[config.mk]
export PLATFORM = sky130hd
export DESIGN_NAME = sorted_set_toggle_unit_flat
export DESIGN_NICKNAME = d
export VERILOG_FILES = /design/src/rtl/core/sst_pkg.sv /design/src/rtl/core/sst_in_if.sv /design/src/rtl/core/sst_out_if.sv /design/src/rtl/core/sst_ram.sv /design/src/rtl/core/sorted_set_toggle_unit.sv /design/src/flat_wrapper.sv
export SDC_FILE = /design/constraint.sdc
export NUM_CORES = 2
export LEC_CHECK = 0
export BUFFER_PORTS_ARGS = -buffer_cell sky130_fd_sc_hd__buf_4
export CORE_MARGIN = 8
export CORE_UTILIZATION = 35
export DETAILED_ROUTE_END_ITERATION = 6
export HOLD_SLACK_MARGIN = 0.06
export PLACE_DENSITY = 0.54
export SYNTH_ARGS = -nofsm -noshare
export SYNTH_HDL_FRONTEND = slang
export SYNTH_SLANG_ARGS = --single-unit
[constraint.sdc]
create_clock -name i_clk -period 4.95 [get_ports i_clk]
set_clock_uncertainty 0.15 [all_clocks]
set_input_delay 0.7425 -clock i_clk [delete_from_list [all_inputs] [get_ports i_clk]]
set_output_delay 0.7425 -clock i_clk [all_outputs]
set_load 0.01 [all_outputs]
[src/rtl/core/sst_pkg.sv]
// Shared types and constants for the sorted set toggle unit.
// No dependencies; the interfaces and the top level in rtl/core refer to it by scoped names.
package sst_pkg;

    localparam int CAPACITY      = 64;
    localparam int PAGE_W        = 32;
    localparam int COUNT_W       = $clog2(CAPACITY + 1);
    localparam int ADDR_W        = (CAPACITY > 1) ? $clog2(CAPACITY) : 1;
    localparam int ENTRY_COUNT_W = 7;

    typedef logic [PAGE_W-1:0]        t_page;
    typedef logic [COUNT_W-1:0]       t_count;
    typedef logic [COUNT_W:0]         t_count_sum;
    typedef logic [ADDR_W-1:0]        t_addr;
    typedef logic [ENTRY_COUNT_W-1:0] t_entry_count;

    typedef enum logic {
        CMD_TOGGLE = 1'b0,
        CMD_LOOKUP = 1'b1
    } t_cmd;

    typedef struct packed {
        logic  command;
        t_page page;
    } t_in_word;

    typedef struct packed {
        logic         was_present;
        logic         inserted;
        logic         refused_full;
        t_entry_count entry_count;
    } t_out_word;

    typedef enum logic [2:0] {
        ST_IDLE,
        ST_SRCH,
        ST_SRCH_CMP,
        ST_DECIDE,
        ST_SHIFT_RD,
        ST_SHIFT_WR,
        ST_PUT,
        ST_DONE
    } t_state;

endpackage

[src/rtl/core/sst_in_if.sv]
// Input channel of the sorted set toggle unit: valid, ready and one command word.
// Depends on sst_pkg for the payload type.
interface sst_in_if;
    logic              valid;
    logic              ready;
    sst_pkg::t_in_word data;

    modport source (output valid, output data, input ready);
    modport sink   (input valid, input data, output ready);
endinterface

[src/rtl/core/sst_out_if.sv]
// Result channel of the sorted set toggle unit: valid, ready and one result word.
// Depends on sst_pkg for the payload type.
interface sst_out_if;
    logic               valid;
    logic               ready;
    sst_pkg::t_out_word data;

    modport source (output valid, output data, input ready);
    modport sink   (input valid, input data, output ready);
endinterface

[src/rtl/core/sst_ram.sv]
// Generic simple dual-port RAM: one write port, one read port, registered read.
// No dependencies.
module sst_ram #(
    parameter int WIDTH  = 32,
    parameter int DEPTH  = 64,
    parameter int ADDR_W = (DEPTH > 1) ? $clog2(DEPTH) : 1
) (
    input  logic              i_clk,
    input  logic              i_wr_en,
    input  logic [ADDR_W-1:0] i_wr_addr,
    input  logic [WIDTH-1:0]  i_wr_data,
    input  logic              i_rd_en,
    input  logic [ADDR_W-1:0] i_rd_addr,
    output logic [WIDTH-1:0]  o_rd_data
);

    logic [WIDTH-1:0] r_mem [DEPTH];
    logic [WIDTH-1:0] r_rd_data;

    always_ff @(posedge i_clk) begin
        if (i_wr_en) begin
            r_mem[i_wr_addr] <= i_wr_data;
        end
        if (i_rd_en) begin
            r_rd_data <= r_mem[i_rd_addr];
        end
    end

    assign o_rd_data = r_rd_data;

endmodule

[src/rtl/core/sorted_set_toggle_unit.sv]
// Top level of the sorted set toggle unit: sequencer, search and shift datapath.
// Depends on sst_pkg, sst_in_if, sst_out_if and sst_ram.
//
// Holds up to CAPACITY distinct page numbers in ascending order in one RAM with a
// registered read port. Each word is handled alone. A lower-bound binary search makes
// p probes, each a RAM read and then a compare in the single page comparator, with p
// at most ceil(log2(count+1)), and a closing ST_SRCH step; ST_DECIDE then decides.
// A lookup or a refused toggle then goes to ST_DONE. A removal moves every later
// entry down one place, reading then writing each entry, then lowers the count. An
// insertion moves entries up the same way and then places the page in ST_PUT. The
// slowest word is the removal of the lowest page of a full set of 64. Once the output
// register is free, the sequencer returns to ST_IDLE, where the next word is accepted.
// The input is ready only while the sequencer is idle; a finished result waits in the
// output register, and the next word may be accepted meanwhile. The set is empty
// after reset with no clearing pass.
module sorted_set_toggle_unit (
    input  logic       i_clk,
    input  logic       i_rst_n,
    sst_in_if.sink     i_in,
    sst_out_if.source  o_out
);

    sst_pkg::t_state r_state, n_state;

    logic            r_cmd,     n_cmd;
    sst_pkg::t_page  r_page,    n_page;
    sst_pkg::t_count r_lo,      n_lo;
    sst_pkg::t_count r_hi,      n_hi;
    sst_pkg::t_count r_idx,     n_idx;
    sst_pkg::t_count r_count,   n_count;
    logic            r_eq,      n_eq;
    logic            r_ins,     n_ins;
    logic            r_refused, n_refused;

    logic               r_out_valid, n_out_valid;
    sst_pkg::t_out_word r_out_data,  n_out_data;

    logic               wr_en;
    sst_pkg::t_addr     wr_addr;
    sst_pkg::t_page     wr_data;
    logic               rd_en;
    sst_pkg::t_addr     rd_addr;
    sst_pkg::t_page     rd_data;

    sst_pkg::t_count    mid;
    sst_pkg::t_count    idx_up;
    sst_pkg::t_count    idx_dn;
    logic               page_lt;
    logic               page_eq;
    logic               del;
    logic               in_fire;
    logic               out_free;

    sst_ram #(
        .WIDTH (sst_pkg::PAGE_W),
        .DEPTH (sst_pkg::CAPACITY)
    ) u_entries (
        .i_clk     (i_clk),
        .i_wr_en   (wr_en),
        .i_wr_addr (wr_addr),
        .i_wr_data (wr_data),
        .i_rd_en   (rd_en),
        .i_rd_addr (rd_addr),
        .o_rd_data (rd_data)
    );

    assign in_fire  = i_in.valid && i_in.ready;
    assign out_free = !r_out_valid || o_out.ready;
    assign mid      = sst_pkg::t_count'((sst_pkg::t_count_sum'(r_lo)
                                         + sst_pkg::t_count_sum'(r_hi)) >> 1);
    assign idx_up   = r_idx + sst_pkg::t_count'(1);
    assign idx_dn   = r_idx - sst_pkg::t_count'(1);
    // shared comparator: stored entry against the searched page
    assign page_lt  = rd_data < r_page;
    assign page_eq  = rd_data == r_page;
    // a toggle that found its page removes it
    assign del      = r_eq;

    assign i_in.ready  = (r_state == sst_pkg::ST_IDLE);
    assign o_out.valid = r_out_valid;
    assign o_out.data  = r_out_data;

    // next state
    always_comb begin
        n_state = r_state;
        unique case (r_state)
            sst_pkg::ST_IDLE: begin
                if (in_fire) begin
                    n_state = sst_pkg::ST_SRCH;
                end
            end
            sst_pkg::ST_SRCH: begin
                n_state = (r_lo < r_hi) ? sst_pkg::ST_SRCH_CMP : sst_pkg::ST_DECIDE;
            end
            sst_pkg::ST_SRCH_CMP: begin
                n_state = sst_pkg::ST_SRCH;
            end
            sst_pkg::ST_DECIDE: begin
                if (r_cmd == sst_pkg::CMD_LOOKUP) begin
                    n_state = sst_pkg::ST_DONE;
                end else if (r_eq) begin
                    n_state = sst_pkg::ST_SHIFT_RD;
                end else if (r_count >= sst_pkg::t_count'(sst_pkg::CAPACITY)) begin
                    n_state = sst_pkg::ST_DONE;
                end else begin
                    n_state = sst_pkg::ST_SHIFT_RD;
                end
            end
            sst_pkg::ST_SHIFT_RD: begin
                if (del) begin
                    n_state = (idx_up < r_count) ? sst_pkg::ST_SHIFT_WR : sst_pkg::ST_DONE;
                end else begin
                    n_state = (r_idx > r_lo) ? sst_pkg::ST_SHIFT_WR : sst_pkg::ST_PUT;
                end
            end
            sst_pkg::ST_SHIFT_WR: begin
                n_state = sst_pkg::ST_SHIFT_RD;
            end
            sst_pkg::ST_PUT: begin
                n_state = sst_pkg::ST_DONE;
            end
            sst_pkg::ST_DONE: begin
                if (out_free) begin
                    n_state = sst_pkg::ST_IDLE;
                end
            end
            default: begin
                n_state = sst_pkg::ST_IDLE;
            end
        endcase
    end

    // datapath and RAM controls
    always_comb begin
        n_cmd       = r_cmd;
        n_page      = r_page;
        n_lo        = r_lo;
        n_hi        = r_hi;
        n_idx       = r_idx;
        n_count     = r_count;
        n_eq        = r_eq;
        n_ins       = r_ins;
        n_refused   = r_refused;
        n_out_valid = r_out_valid;
        n_out_data  = r_out_data;
        wr_en       = 1'b0;
        wr_addr     = r_idx[sst_pkg::ADDR_W-1:0];
        wr_data     = rd_data;
        rd_en       = 1'b0;
        rd_addr     = mid[sst_pkg::ADDR_W-1:0];

        if (r_out_valid && o_out.ready) begin
            n_out_valid = 1'b0;
        end

        unique case (r_state)
            sst_pkg::ST_IDLE: begin
                if (in_fire) begin
                    n_cmd     = i_in.data.command;
                    n_page    = i_in.data.page;
                    n_lo      = '0;
                    n_hi      = r_count;
                    n_eq      = 1'b0;
                    n_ins     = 1'b0;
                    n_refused = 1'b0;
                end
            end
            sst_pkg::ST_SRCH: begin
                rd_en = (r_lo < r_hi);
                n_idx = mid;
            end
            sst_pkg::ST_SRCH_CMP: begin
                // r_idx holds the probed position; keep equality of the last upper bound
                if (page_lt) begin
                    n_lo = idx_up;
                end else begin
                    n_hi = r_idx;
                    n_eq = page_eq;
                end
            end
            sst_pkg::ST_DECIDE: begin
                // r_lo is the lower position of the page from here on
                if (r_cmd == sst_pkg::CMD_TOGGLE) begin
                    if (r_eq) begin
                        n_idx = r_lo;
                    end else if (r_count >= sst_pkg::t_count'(sst_pkg::CAPACITY)) begin
                        n_refused = 1'b1;
                    end else begin
                        n_idx = r_count;
                    end
                end
            end
            sst_pkg::ST_SHIFT_RD: begin
                if (del) begin
                    rd_addr = idx_up[sst_pkg::ADDR_W-1:0];
                    rd_en   = (idx_up < r_count);
                    if (!(idx_up < r_count)) begin
                        n_count = r_count - sst_pkg::t_count'(1);
                    end
                end else begin
                    rd_addr = idx_dn[sst_pkg::ADDR_W-1:0];
                    rd_en   = (r_idx > r_lo);
                end
            end
            sst_pkg::ST_SHIFT_WR: begin
                wr_en = 1'b1;
                n_idx = del ? idx_up : idx_dn;
            end
            sst_pkg::ST_PUT: begin
                wr_en   = 1'b1;
                wr_addr = r_lo[sst_pkg::ADDR_W-1:0];
                wr_data = r_page;
                n_count = r_count + sst_pkg::t_count'(1);
                n_ins   = 1'b1;
            end
            sst_pkg::ST_DONE: begin
                if (out_free) begin
                    n_out_valid              = 1'b1;
                    n_out_data.was_present   = r_eq;
                    n_out_data.inserted      = r_ins;
                    n_out_data.refused_full  = r_refused;
                    n_out_data.entry_count   = sst_pkg::t_entry_count'(r_count);
                end
            end
            default: begin
            end
        endcase
    end

    always_ff @(posedge i_clk) begin
        if (!i_rst_n) begin
            r_state     <= sst_pkg::ST_IDLE;
            r_count     <= '0;
            r_out_valid <= 1'b0;
        end else begin
            r_state     <= n_state;
            r_count     <= n_count;
            r_out_valid <= n_out_valid;
        end
    end

    // payload registers, no reset
    always_ff @(posedge i_clk) begin
        r_cmd      <= n_cmd;
        r_page     <= n_page;
        r_lo       <= n_lo;
        r_hi       <= n_hi;
        r_idx      <= n_idx;
        r_eq       <= n_eq;
        r_ins      <= n_ins;
        r_refused  <= n_refused;
        r_out_data <= n_out_data;
    end

endmodule

[src/flat_wrapper.sv]
// flat-port wrapper written by rule: the top's interface ports become plain ports
module sorted_set_toggle_unit_flat 
  (i_clk, i_rst_n, i_in_valid, i_in_data, i_in_ready, o_out_valid, o_out_data, o_out_ready);
  sst_in_if i_in_i ();
  sst_out_if o_out_i ();
  input  logic i_clk;
  input  logic i_rst_n;
  input wire logic [$bits(i_in_i.valid)-1:0] i_in_valid;
  input wire logic [$bits(i_in_i.data)-1:0] i_in_data;
  output wire logic [$bits(i_in_i.ready)-1:0] i_in_ready;
  output wire logic [$bits(o_out_i.valid)-1:0] o_out_valid;
  output wire logic [$bits(o_out_i.data)-1:0] o_out_data;
  input wire logic [$bits(o_out_i.ready)-1:0] o_out_ready;
  assign i_in_i.valid = i_in_valid;
  assign i_in_i.data = i_in_data;
  assign i_in_ready = i_in_i.ready;
  assign o_out_valid = o_out_i.valid;
  assign o_out_data = o_out_i.data;
  assign o_out_i.ready = o_out_ready;
  sorted_set_toggle_unit u_core (.i_clk(i_clk), .i_rst_n(i_rst_n), .i_in(i_in_i), .o_out(o_out_i));
endmodule
Yosys cells after proc, flatten, opt, wreduce, memory -nomap -nowiden:

Memory sizes are Yosys's and may differ from the RTL's. A register that Yosys moved wholly into a read port is not among the register bits.
Cells that the tools add are included.

* add/subtract/negate cells: 5
* $lt $le $gt $ge: 5
* equal/unequal tests: 18
* mux-type cells: 44
* reduce and logical (&&, ||, !) cells: 20

Operators with widths (count)
* $mux W7: 10
* $pmux W7 S2: 3
* $eq A32 B32 Y1: 1
* $lt A32 B32 Y1: 1
* $mux W32: 1
* $pmux W3 S8: 1
* $pmux W7 S3: 1
* $mux W6: 3
* $mux W3: 5
* $add A7 B1 Y7 const B: 2
* $lt A7 B7 Y1: 2
* $sub A7 B1 Y7 const B: 2
* $mux W1: 13
* $eq A3 B3 Y1 const B: 4
* $reduce_and A3 Y1: 4
* $ne A2 B2 Y1 const B: 5
* $add A7 B7 Y8: 1
* $ne A2 B1 Y1 const B: 4
* $pmux W1 S2: 4
* $reduce_and A2 Y1: 4
* $reduce_bool A2 Y1: 4
* $ge A7 B7 Y1 const B: 1
* $gt A7 B7 Y1: 1
* $eq A3 B2 Y1 const B: 2
* other kinds (10): 13

* bits in registers: 78
* memory bits (writable): 2048
* input port bits: 37
* logic and storage cells: 108
* memories kept: 1

Memory list
* u_core.u_entries.r_mem: words 64, width 32, read ports 1, clocked after Yosys merged registers in 1, wr ports 1, RTL line sst_ram.sv:17 `logic [WIDTH-1:0] r_mem [DEPTH];`

Logic depth before layout (Yosys ltp):

* depth in word-level cells: 5
* gate-level depth with buffers: 14

Modules after synthesis:

Synthesis repeated with hierarchy kept, for this count alone.

* cell total of the unflattened synthesis: 3891
* area total of the unflattened synthesis: 84313.4 µm²

Modules (own cells, without submodules)
* sst_ram: times used 1, cells each 3324, area each 78835.6 µm², seq. area each 62459.9 µm²
* sorted_set_toggle_unit: times used 1, cells each 567, area each 5477.8 µm², seq. area each 2232.1 µm²

Worst setup path before layout:

No wires, ideal clock.

* path kind: register to register
* start: reg u_core.r_state[2]
* end: mem u_core.u_entries.r_mem[0][23] (data pin)
* setup time: 0.703 ns
* arrival: 3.781 ns
* required time: 4.097 ns
* setup slack: 0.316 ns
* cell stages (with the launch flop): 6
* path buffers: 2
* period minus slack after synthesis: 4.634 ns
* cells stage by stage: dfxtp_1 nor2b_4 nand2_1 clkbuf_1 clkbuf_1 o21ai_0

* cells in the longest elaborated chain, start to end: 2

RTL lines
* from (decl): RTL line sorted_set_toggle_unit.sv:23 `sst_pkg::t_state r_state, n_state;`
* from (signal assigned): RTL line sorted_set_toggle_unit.sv:232 `r_state <= sst_pkg::ST_IDLE;`
* from (signal assigned): RTL line sorted_set_toggle_unit.sv:236 `r_state <= n_state;`
* $eq A3 B3 Y1: RTL line sorted_set_toggle_unit.sv:156 `unique case (r_state)`
* $mux W32: RTL line sorted_set_toggle_unit.sv:156
* via u_core.u_entries.i_wr_data[23]: RTL line sst_ram.sv:11 `input logic [WIDTH-1:0] i_wr_data,`
* to (decl): RTL line sst_ram.sv:17

The timed path passes the listed nets, and every way through them passes these cells.

Worst setup path in the final report:

* start: reg u_core.r_idx[0]
* end: reg u_core.u_entries.r_rd_data[9] (netlist: u_core.u_entries.o_rd_data[9]), read port of u_core.u_entries.r_mem (data pin)

* elaborated cells between the ends (all ways): 8
* classes of those cells: 2 x add/sub; 2 x order compare; 4 x mux

RTL lines
* from (decl): RTL line sorted_set_toggle_unit.sv:29 `sst_pkg::t_count r_idx, n_idx;`
* from (signal assigned): RTL line sorted_set_toggle_unit.sv:248 `r_idx <= n_idx;`
* $sub A7 B1 Y7: RTL line sorted_set_toggle_unit.sv:72 `assign idx_dn = r_idx - sst_pkg::t_count'(1);`
* via u_core.idx_dn[0]: RTL line sorted_set_toggle_unit.sv:47 `sst_pkg::t_count idx_dn;`
* $mux W6: RTL line sorted_set_toggle_unit.sv:194 `if (del) begin`
* $mux W6: RTL line sorted_set_toggle_unit.sv:156
* to (decl): RTL line sst_ram.sv:18 `logic [WIDTH-1:0] r_rd_data;`

The timed path passes the listed nets, and every way through them passes these cells.
A chain may end at the register's enable or synchronous reset.

==> out/metrics.csv <==
metric;value;unit
outcome;complete, but fails checks;
violations;DRC;
yosys.area_share.xor_xnor;0.002415;
worst_slack;0.4526;ns
peakVddDrop;0.4108;mV
r2r-start;u_core.r_idx[0];
p_switching;22.00;mW
min_period;4.497;ns
nFillCells;20740;
avgSynthCellArea;21.55;µm²
wl_per_cell;31.83;µm
start_util;0.3513;
cp-start-kind;flip-flop;
syn-cell-area;83410;µm²
intPower;41.82;mW
combinationalPowerShare;0.369;
synth_simple_gate_area_frac;0.01694;
yosysMostFrequentCell;edfxtp_1;
antenna_left;0;
finalWirelength;242400;µm
slew_viol_final;0;
relSlewSlack;0.1571;
core;237400;µm²
place_ws;0.4743;ns
synth-edff-count;2147;
synth_top_area_frac;0.7730;
grt_util_all_layers;0.1853;
clock_sinks;2158;
dr.pass1.iters;7;
place_congestion;0.8383;
clock_latency;0.87;ns
hold_violations;0;
cp.required;5.39;ns
io_buffer_count;48;
vias;42120;
critPathKind;flip-flop to flip-flop;
swShare;0.3447;
async_flop_share;0;
grt_pass1_wl;338500;µm
arrival;4.94;ns
ys.flop_type;edfxtp_1;
synth_top_family_by_area;multiplexers;
max_stage_delay;0.56;ns
syn-num-nets;3974;
synthCells;3870;
synth_top_cell_by_area;edfxtp_1;
rsz0062_at_grt;false;
cts_tree;built;
synthAdderAreaFrac;0.01023;
dp_hpwl;143100;µm
root_buffer;clkbuf_16;
cts_buffers;217;
layout-drive-gt1-share;0.2899;
finalCritPeriodShare;0.9086;
cp_cell_sequence;inv_1, ha_1, xnor2_1, o21ai_4, buf_12, buf_4, mux4_2, a22oi_1, a21oi_1, or4_1;
tightest_slew;1.260;ns
fmaxAchievable;222.4;MHz
synthTopCellsByArea;edfxtp_1 77%, mux4_2 14%, a22oi_1 2.3%;
placedCellCount;7169;
drcViolationCount;2;
grt_overflow;0;
grt_antenna_before_repair;18;
path_max_fanout;34;
post_cts.repair.setup_buffers;0;
crit_start;u_core.r_idx[0];
grt_start_max_net_pins;65;
cp_slowest_cell;o21ai_4;
stdcell_count;7616;
synth-compound-area-share;0.04169;
p_leak;30.92;nW
ys_warn_count;0;
viasPerCell;5.531;
setup_tns;0;ns
clkPwrFrac;0.262;
setup_viol;0;
hp-start;o_out_ready;
cts_resized;0;
die_y;504.2;µm
die_area;254200;µm²
area_delta_synth_final;17.78;%
htreeDepth;4;
synth_cell_types;58;
synth-seq-cells;2158;
muxShareOfSynthArea;0.1398;
pwr_density_cell;649.6;nW/µm²
rows;179;
hold_class;primary input to flip-flop;
clock_path_buffers;3;
yosysSeqAreaShare;0.7756;
synth_commonest_cells;2147 x edfxtp_1, 512 x mux4_2, 256 x a22oi_1, 160 x a21oi_1, 97 x clkbuf_1;
die_w;504.2;µm
power_frac_seq;0.369;
nets;4360;
drv_cap;0;
grt_pass1_vias;42800;
r2r_slack;0.45;ns
dr.first_iter.drc_count;4765;
endpoint_kind;flip-flop;
io_pins;49;
path_clk_slew;0.06;ns
## state kept, by name, summed over array words and instances (netlist names)
name and flops:
u_core.o_out.data 10, u_core.del 1, u_core.u_entries.o_rd_data 32, u_core.r_ins 1
u_core.r_count 7, u_core.r_lo 7, u_core.r_idx 7, u_core.u_entries.r_mem 2048
u_core.r_refused 1, u_core.r_page 32, u_core.o_out.valid 1, u_core.r_state 3
u_core.r_cmd 1, u_core.r_hi 7
## power groups by stage
stage | sequential [mW] | clock [mW] | combinational [mW]
after floorplan | 24.2 | 0 | 13.5
after global placement | 24.0 | 0 | 23.5
after global routing | 23.6 | 17.6 | 24.9
after CTS | 23.6 | 17.0 | 23.8
final | 23.6 | 16.7 | 23.5
after detailed placement | 24.0 | 0 | 23.7
## critical path: cells and delay by family (launching register included)
kind	cells	cell delay [ns]
AND/OR/NAND/NOR	1	0.49
buffers and inverters	3	0.90
adder cells (fa/ha/maj)	1	0.36
XOR/XNOR	1	0.19
flip-flops	1	0.40
multiplexers	1	0.34
AO/OA/AOI/OAI	3	1.34
## metal layers
metal	share of wire	wire, µm	GRT usage	vias up
met3	0.068	16460	0.03107	291
met1	0.42	101700	0.2572	23090
met4	0.032	7767	0.05982	4
met5	0.00011	27	0	-
met2	0.48	116500	0.2998	1571
li1	-	-	-	17170
## metrics by stage
step / power (mW) / instance area (µm²) / utilization / hold slack (ns)
CTS: 64.33 / 98220 / 0.4137 / 0.1160
floorplan: 37.64 / 83410 / - / 0.2503
detailed placement: 47.66 / 90640 / 0.3818 / 0.2713
global placement: 47.46 / 90640 / 0.3818 / 0.2571
finish: 63.82 / 98240 / 0.4138 / 0.1941
global route: 66.07 / 98230 / 0.4138 / 0.1964
## worst paths after layout
path / depth (start not counted) / to
max: 10 / u_core.u_entries.o_rd_data[9]
max reg2reg: 10 / u_core.u_entries.o_rd_data[9]
min: 4 / u_core.o_out.valid
min reg2reg: 0 / u_core.o_out.data[7]
## cells by family after synthesis
logic type,after synthesis
compound gates,533
xor+xnor,23
fa+ha+maj,67
buf+inv,270
flops,2158
mux,525
simple gates,294
## cells in the final DEF (no fill, tap or decap), drive strengths merged, types with 12 or more instances in the layout
cell / instances
nand3: 20
buf: 338
edfxtp: 2147
bufinv: 26
nor2: 92
a21oi: 160
ha: 65
nand2: 90
clkbuf: 267
xnor2: 17
o21ai: 59
or4: 32
inv: 75
a22oi: 256
a21o: 17
mux4: 512
dlygate4sd3: 35
clkinv: 89
mux2i: 12
## repair_timing
action / in CTS / in global routing
hold endpoints to repair: 44 / 0
setup endpoints to repair: 0 / 0
hold buffers: 35 / 0
## area by class of cell
class | count | area (µm²) | share of cell area
clock buffer | 267 | 5658 | 0.05759
multi-input combinational | 1442 | 18560 | 0.1889
antenna | 9 | 22.52 | 0.0002293
clock inverter | 136 | 1565 | 0.01593
sequential | 2158 | 64690 | 0.6585
timing repair buffer | 373 | 3538 | 0.03602
tap | 3167 | 3963 | 0.04034
inverter | 64 | 240.2 | 0.002445
No activity file was read; power rests on OpenSTA's default activity.
